$ cat config.mk
export PLATFORM = sky130hd
export DESIGN_NAME = dmlp_ctrl
export DESIGN_NICKNAME = d
export VERILOG_FILES = /design/src/hdl/dmlp_pkg.sv /design/src/hdl/dmlp_ctrl.sv
export SDC_FILE = /design/constraint.sdc
export NUM_CORES = 1
export LEC_CHECK = 0
export BUFFER_PORTS_ARGS = -buffer_cell sky130_fd_sc_hd__buf_4
export CORE_ASPECT_RATIO = 0.6
export CORE_MARGIN = 1.5
export CORE_UTILIZATION = 34
export CTS_CLUSTER_SIZE = 40
export DETAILED_ROUTE_END_ITERATION = 10
export GPL_TIMING_DRIVEN = 0
export SYNTH_ARGS = -nofsm -noshare
export SYNTH_HDL_FRONTEND = slang
export SYNTH_SLANG_ARGS = --single-unit
$ cat constraint.sdc
create_clock -name clk -period 1.8 [get_ports clk]
set_input_delay 0.09 -clock clk [delete_from_list [all_inputs] [get_ports clk]]
set_output_delay 0.09 -clock clk [all_outputs]
set_load 0.01 [all_outputs]
$ cat src/hdl/dmlp_pkg.sv
// dmlp_pkg: shared types and constants of the dag label path block
// holds command codes, datapath operation codes and the status struct
// depends on nothing
`timescale 1ns / 1ps

package dmlp_pkg;

	// fixed field widths
	localparam int NODE_W   = 8;
	localparam int NODE_CAP = 256;
	localparam int COUNT_W  = 9;
	localparam int LETTER_W = 5;
	localparam int CMD_W    = 2;

	// input command codes
	localparam logic [CMD_W-1:0] CMD_SET_LETTER = 2'd0;
	localparam logic [CMD_W-1:0] CMD_ADD_EDGE   = 2'd1;
	localparam logic [CMD_W-1:0] CMD_RUN        = 2'd2;

	// configuration register index
	localparam logic REG_NODE_COUNT = 1'b0;
	localparam logic [COUNT_W-1:0] NODE_COUNT_RESET = 9'd256;

	// one datapath operation per cycle
	typedef enum logic [4:0] {
		OP_NOP,
		OP_LOAD,
		OP_INIT,
		OP_CLR_DEG,
		OP_EDGE_RD,
		OP_DEG_LATCH,
		OP_DEG_INC,
		OP_I_ZERO,
		OP_Q_RD,
		OP_Q_PUSH,
		OP_HEAD_RD,
		OP_K_U,
		OP_K_DEC,
		OP_DP_START,
		OP_CLR_SCORE,
		OP_P_U,
		OP_P_S,
		OP_SCORE_LATCH,
		OP_SCORE_UPD,
		OP_NEXT_LETTER,
		OP_FINISH
	} op_t;

	// loop conditions reported to the controller
	typedef struct packed {
		logic edge_end;
		logic node_end;
		logic queue_end;
		logic head_end;
		logic cyclic;
		logic last_letter;
		logic out_free;
	} status_t;

endpackage

$ cat src/hdl/dmlp_ctrl.sv
// dmlp_ctrl: state machine that sequences load, ordering and scoring passes
// depends on dmlp_pkg for operation codes and the status struct
`timescale 1ns / 1ps

module dmlp_ctrl (
	input  logic                           clk,
	input  logic                           arst_n,
	input  logic                           in_valid,
	input  logic [dmlp_pkg::CMD_W-1:0]     command,
	input  dmlp_pkg::status_t              status,
	output logic                           in_ready,
	output dmlp_pkg::op_t                  op
);

	typedef enum logic [4:0] {
		S_IDLE, S_INIT, S_CLR_DEG, S_D_A, S_D_B, S_D_C, S_Q_A, S_Q_B,
		S_K_HEAD, S_K_U, S_K_EA, S_K_EB, S_K_EC,
		S_P_CLR, S_P_HEAD, S_P_U, S_P_S, S_P_EA, S_P_EB, S_P_EC, S_FIN
	} state_t;

	state_t state_q, state_d;

	assign in_ready = (state_q == S_IDLE);

	// next state and operation
	always_comb begin
		state_d = state_q;
		op      = dmlp_pkg::OP_NOP;
		unique case (state_q)
			S_IDLE: begin
				if (in_valid) begin
					op = dmlp_pkg::OP_LOAD;
					if (command == dmlp_pkg::CMD_RUN) state_d = S_INIT;
				end
			end
			S_INIT: begin
				op = dmlp_pkg::OP_INIT;
				state_d = S_CLR_DEG;
			end
			S_CLR_DEG: begin
				if (status.node_end) state_d = S_D_A;
				else op = dmlp_pkg::OP_CLR_DEG;
			end
			S_D_A: begin
				if (status.edge_end) begin
					op = dmlp_pkg::OP_I_ZERO;
					state_d = S_Q_A;
				end else begin
					op = dmlp_pkg::OP_EDGE_RD;
					state_d = S_D_B;
				end
			end
			S_D_B: begin
				op = dmlp_pkg::OP_DEG_LATCH;
				state_d = S_D_C;
			end
			S_D_C: begin
				op = dmlp_pkg::OP_DEG_INC;
				state_d = S_D_A;
			end
			S_Q_A: begin
				if (status.node_end) begin
					state_d = S_K_HEAD;
				end else begin
					op = dmlp_pkg::OP_Q_RD;
					state_d = S_Q_B;
				end
			end
			S_Q_B: begin
				op = dmlp_pkg::OP_Q_PUSH;
				state_d = S_Q_A;
			end
			S_K_HEAD: begin
				if (status.queue_end) begin
					if (status.cyclic) begin
						state_d = S_FIN;
					end else begin
						op = dmlp_pkg::OP_DP_START;
						state_d = S_P_CLR;
					end
				end else begin
					op = dmlp_pkg::OP_HEAD_RD;
					state_d = S_K_U;
				end
			end
			S_K_U: begin
				op = dmlp_pkg::OP_K_U;
				state_d = S_K_EA;
			end
			S_K_EA: begin
				if (status.edge_end) begin
					state_d = S_K_HEAD;
				end else begin
					op = dmlp_pkg::OP_EDGE_RD;
					state_d = S_K_EB;
				end
			end
			S_K_EB: begin
				op = dmlp_pkg::OP_DEG_LATCH;
				state_d = S_K_EC;
			end
			S_K_EC: begin
				op = dmlp_pkg::OP_K_DEC;
				state_d = S_K_EA;
			end
			S_P_CLR: begin
				if (status.node_end) state_d = S_P_HEAD;
				else op = dmlp_pkg::OP_CLR_SCORE;
			end
			S_P_HEAD: begin
				if (status.head_end) begin
					if (status.last_letter) begin
						state_d = S_FIN;
					end else begin
						op = dmlp_pkg::OP_NEXT_LETTER;
						state_d = S_P_CLR;
					end
				end else begin
					op = dmlp_pkg::OP_HEAD_RD;
					state_d = S_P_U;
				end
			end
			S_P_U: begin
				op = dmlp_pkg::OP_P_U;
				state_d = S_P_S;
			end
			S_P_S: begin
				op = dmlp_pkg::OP_P_S;
				state_d = S_P_EA;
			end
			S_P_EA: begin
				if (status.edge_end) begin
					state_d = S_P_HEAD;
				end else begin
					op = dmlp_pkg::OP_EDGE_RD;
					state_d = S_P_EB;
				end
			end
			S_P_EB: begin
				op = dmlp_pkg::OP_SCORE_LATCH;
				state_d = S_P_EC;
			end
			S_P_EC: begin
				op = dmlp_pkg::OP_SCORE_UPD;
				state_d = S_P_EA;
			end
			S_FIN: begin
				if (status.out_free) begin
					op = dmlp_pkg::OP_FINISH;
					state_d = S_IDLE;
				end
			end
			default: state_d = S_IDLE;
		endcase
	end

	// state register
	always_ff @(posedge clk or negedge arst_n) begin
		if (!arst_n) begin
			state_q <= S_IDLE;
		end else begin
			state_q <= state_d;
		end
	end

endmodule

## Word-level counts from Yosys, hierarchy flattened

Index checks and enable logic that the tools add are counted.

- Register bits after elaboration: 5
- Input port bits: 12
- Output and inout bits: 6
- Word-level logic and storage cells: 59

- Reduce and logical (&&, ||, !) cells: 6
- Equal/unequal tests: 26
- Mux-type cells: 26

Operator list:

| cell | number |
|---|---|
| 5-bit case mux with 19 select lines | 2 |
| 5-bit two-way mux | 14 |
| 5-bit by 4-bit == test with 1-bit output, second input constant | 8 |
| 5-bit == test, second input constant | 5 |
| 5-bit by 3-bit == test with 1-bit output, second input constant | 4 |
| 4-bit two-way mux | 4 |
| 5-bit by 2-bit == test with 1-bit output, second input constant | 2 |
| 2-bit two-way mux | 4 |
| 2-bit inequality test, second input constant | 4 |
| 2-bit OR reduction | 4 |
| 5-bit by 1-bit == test with 1-bit output, second input constant | 1 |
| 5-bit logical NOT | 1 |
| 5-bit AND reduction | 1 |
| 3-bit two-way mux | 1 |
| 2-bit == test, second input constant | 1 |
| 2-bit by 1-bit inequality test with 1-bit output, second input constant | 1 |
| 1-bit two-way mux | 1 |

## Depth between registers and ports, before layout

- Word-level depth: 4
- Mapped depth: 7
- Depth with buffers taken out: 5

## Worst setup path before layout

Ideal clock, no wire load.

- Kind: reg2reg
- Start point: register state_q[0]
- End point: register state_q[2]
- Data required time: 1672 ps
- Slack: 92 ps
- Period minus slack after synthesis: 1708 ps
- Path buffers: 1
- Arrival time: 1580 ps
- Cell stages (with the launch flop): 7
- Library setup time: 128 ps
- Path through: dfrtp_1 -> buf_4 -> or3_1 -> nor3_1 -> o21ai_0 -> nand4_2 -> o21ai_1

- Cells in the longest elaborated chain, start to end: 3
- Elaborated cells between the ends (all ways): 30
- Those cells by class: eq/ne: 25; mux: 1; reduce/logical: 4

RTL lines:

| item | line | RTL |
|---|---|---|
| start: declaration | dmlp_ctrl.sv:21 | `state_t state_q, state_d;` |
| start signal: assignment | dmlp_ctrl.sv:162 | `state_q <= state_d;` |
| 5-bit logical NOT (*) | n/a |  |
| named net in_ready | dmlp_ctrl.sv:11 | `output logic in_ready,` |
| 2-bit by 1-bit inequality test with 1-bit output (no source line) or 2-bit inequality test (tied branches) | n/a |  |
| 5-bit AND reduction (no source line) | n/a |  |

Mark *: on every way through the listed nets, which the timed path passes. The rest lies on a longest branch.
A chain may end at the register's enable or synchronous reset.

## Worst setup path in the final report

- Start point: register state_q[0]
- End point: output port op[2]

- Cells in the longest elaborated chain, start to end: 3
- Elaborated cells between the ends (all ways): 24
- Those cells by class: eq/ne: 20; mux: 1; reduce/logical: 3

RTL lines:

| item | line | RTL |
|---|---|---|
| 5-bit == test, or another cell as far along | dmlp_ctrl.sv:29 | `unique case (state_q)` |
| 2-bit OR reduction (no source line) | n/a |  |
| 5-bit case mux with 19 select lines (*) | dmlp_ctrl.sv:29 |  |
| end: declaration | dmlp_ctrl.sv:12 | `output dmlp_pkg::op_t op` |

Every way passes the cells marked *; elsewhere a longest branch is shown, timed or not.

==> impl_metrics.env <==
export IMPL_cpPeakStageDelay_ps=390
export IMPL_synthesis_nets=134
export IMPL_hold_class="in2reg"
export IMPL_ys_warn_count=0
export IMPL_drt_wl_total_um=3060
export IMPL_die_area_sq_mm=0.00266
export IMPL_die_h_um=40.6
export IMPL_fin_crit_sh_pct=103
export IMPL_cts_made_buffers=3
export IMPL_p_clk_share_pct=8.6
export IMPL_finalSetupViolations=3
export IMPL_setup_ws_ps=-53.1
export IMPL_p_int_uw=1210
export IMPL_vdd_ir_drop_worst_v=0.000709
export IMPL_yosys_area_share_xor_xnor_pct=0
export IMPL_n_fill_cell=197
export IMPL_grt_pass1_wl_um=4360
export IMPL_yosys_area_share_adder_pct=0
export IMPL_avgViaCountPerCell=6.17
export IMPL_pwr_share_comb_pct=80.9
export IMPL_drive_gt1_share_pct=38.5
export IMPL_insertion_delay_ps=220
export IMPL_n_antenna_cell=0
export IMPL_power_frac_seq_pct=10.5
export IMPL_outcome="finished with violations"
export IMPL_synthFlopType="dfrtp_1"
export IMPL_fmax_ghz=0.540
export IMPL_slew_violations=0
export IMPL_synthSimpleGateAreaFrac_pct=43.7
export IMPL_grt_pass1_vias=867
export IMPL_grt_ovfl_total=0
export IMPL_hold_violations=0
export IMPL_cp_end_kind="primary output"
export IMPL_synth_area_top_cells="dfrtp_1 16%, a21oi_1 5.6%, nand2_1 5.6%, nor2_1 4.7%, nor3_1 4.4%"
export IMPL_synth_distinct_cells=45
export IMPL_route_vias_total=1099
export IMPL_fin_skew_ps=5.63
export IMPL_syn_area_sq_um=800
export IMPL_yosysTopAreaCellShare_pct=15.6
export IMPL_synth_compound_area_share_pct=31.9
export IMPL_synth_top_cell_by_area="dfrtp_1"
export IMPL_seq_area_frac_synth_pct=15.6
export IMPL_largest_register="state_q"
export IMPL_critical_path_top_delay_family="simple AND/OR/NAND/NOR gates"
export IMPL_fin_crit_ps=1850
export IMPL_avgSynthCellArea_sq_um=6.55
export IMPL_rsz0062_at_grt="true"
export IMPL_htree_levels=1
export IMPL_crit_required_ps=1710
export IMPL_drt_iter0_drc=160
export IMPL_max_cap_violations=0
export IMPL_fin_area_sq_mm=0.00122
export IMPL_die_w_um=65.6
export IMPL_critical_path_buf_inv_count=2
export IMPL_synth_edff_count=0
export IMPL_floorplan_initialDensity_pct=36.4
export IMPL_violations="setup timing"
export IMPL_place_area_sq_um=957
export IMPL_clkSinkCount=5
export IMPL_area_growth_pct=53.1
export IMPL_syn_inst=122
export IMPL_cts_root_buf="clkbuf_8"
export IMPL_cts_tree="built"
export IMPL_ys_seq_elements=5
export IMPL_cts_path_max_buffers=2
export IMPL_hpwl_um=2030
export IMPL_nets=161
export IMPL_portBuffers=16
export IMPL_arrival_ps=1760
export IMPL_drcViolationCount=0
export IMPL_route_antenna_remaining_nets=0
export IMPL_io_pins=18
export IMPL_antenna_found_initial=0
export IMPL_swShare_pct=49.3
export IMPL_drtPass1Iterations=5
export IMPL_grt_start_max_net_pins=11
export IMPL_post_place_ws_ps=-90.3
export IMPL_crit_path_max_fanout=5
export IMPL_globalplace_congestion=0.960
export IMPL_startpoint_type="flip-flop"
export IMPL_synthArstFlopShare_pct=100
export IMPL_cp_slowest_cell="dfrtp_1"
export IMPL_cp_cell_sequence="buf_6, or3_4, nor3_4, and2_4, a2bb2oi_4, o211ai_1, buf_4"
export IMPL_rows=13
export IMPL_worstSetupPathType="reg2out"
export IMPL_fin_setup_tns_ps=-106
export IMPL_powerDensity_mw_per_mm2=1940
export IMPL_synth_top_family_by_area="simple AND/OR/NAND/NOR gates"
export IMPL_p_sw_uw=1170
export IMPL_grt_usage_pct=23.2
export IMPL_worst_slew_pin_slew_ps=358
export IMPL_synth_most_common_cell="nand2_1"
export IMPL_post_drt_wl_per_cell_um=17.2
export IMPL_p_leak_uw=0.000499
export IMPL_core_area_sq_mm=0.00220
export IMPL_clkTransAtPathRegs_ps=40
export IMPL_slew_headroom_pct=76.2
export IMPL_yosys_top_cells_count="12 x nand2_1, 10 x nor2_1, 9 x a21oi_1"
export IMPL_largest_reg_flops=5
export IMPL_reg_top3="state_q (5)"
export IMPL_synth_mux_area_share_pct=0
[repair_timing]
item	in CTS	in global routing
hold endpoints to repair	5	0
endpoints found under the setup margin	4	8
buffers inserted	5	2
hold buffers	1	0
resized for setup	25	20
cloned	1	0
pin swaps	5	4
[power groups by stage]
stage / sequential (uW) / combinational (uW) / clock [uW]
5_1_grt: 256 / 2050 / 220
3_3_place_gp: 212 / 1480 / 0
6_report: 250 / 1920 / 205
3_5_place_dp: 211 / 1460 / 0
2_1_floorplan: 198 / 1030 / 0
4_1_cts: 251 / 1680 / 210
[metal layers]
| layer | wire [um] | GRT usage (%) | up-vias |
|---|---|---|---|
| met2 | 1350 | 33.2 | 91 |
| met4 | 23 | 7.81 | 0 |
| met1 | 1330 | 32.2 | 497 |
| met5 | 0 | 0 | - |
| met3 | 364 | 8.15 | 4 |
| li1 | - | - | 507 |
[metrics by stage]
step | cells | util, % | total power [uW] | hold WS, ps
finish | 178 | 55.7 | 2380 | 152
floorplan | 122 | - | 1230 | -206
global placement | 168 | 43.6 | 1700 | -109
global route | 178 | 55.7 | 2530 | 164
detailed placement | 168 | 43.6 | 1670 | -107
CTS | 177 | 52.0 | 2140 | 149
[cell families (layout without fill, tap and decap cells)]
kind of cell | Yosys count | count (layout)
flip-flops | 5 | 5
buffers and inverters | 16 | 42
AO/OA/AOI/OAI | 38 | 38
AND/OR/NAND/NOR | 63 | 63
[final cells by class]
type,instances,area (sq um),share of cell area [%]
clock buffer,4,45.0,3.68
sequential,5,128,10.4
inverter,6,22.5,1.84
buffer,9,77.6,6.34
tap,30,37.5,3.07
multi-input combinational,101,718,58.7
timing repair buffer,23,195,16.0
[final timing paths]
check	startpoint	end	slack, ps	cells after the start
max	state_q[0]$_DFFE_PN0P_	op[2]	-50	7
min	status[2]	state_q[4]$_DFFE_PN0P_	150	3
max reg2reg	state_q[0]$_DFFE_PN0P_	state_q[0]$_DFFE_PN0P_	10	8
min reg2reg	state_q[4]$_DFFE_PN0P_	state_q[0]$_DFFE_PN0P_	690	3
max in group asynchronous	arst_n	state_q[4]$_DFFE_PN0P_	1470	2
min in group asynchronous	arst_n	state_q[0]$_DFFE_PN0P_	210	2
[worst min-delay path, delay by kind of cell]
kind            cells  cell delay [ps]
buf+inv             1               90
simple gates        1               90
compound gates      1               60
[cell usage in the layout (no fill, tap or decap), types with 3 or more instances in the layout]
| cell type | synthesis | layout |
|---|---|---|
| clkbuf_8 | 0 | 5 |
| buf_6 | 0 | 3 |
| nor2b_1 | 5 | 3 |
| a21oi_1 | 9 | 9 |
| nand2b_1 | 5 | 4 |
| dfrtp_1 | 5 | 3 |
| buf_4 | 2 | 20 |
| o21ai_1 | 3 | 4 |
| inv_1 | 6 | 4 |
| nand2_1 | 12 | 11 |
| nor3_1 | 7 | 7 |
| clkbuf_4 | 0 | 3 |
| o21ai_0 | 7 | 6 |
| nor2_1 | 10 | 8 |
| nand3_1 | 5 | 4 |
Power figures use the tool's default switching activity.
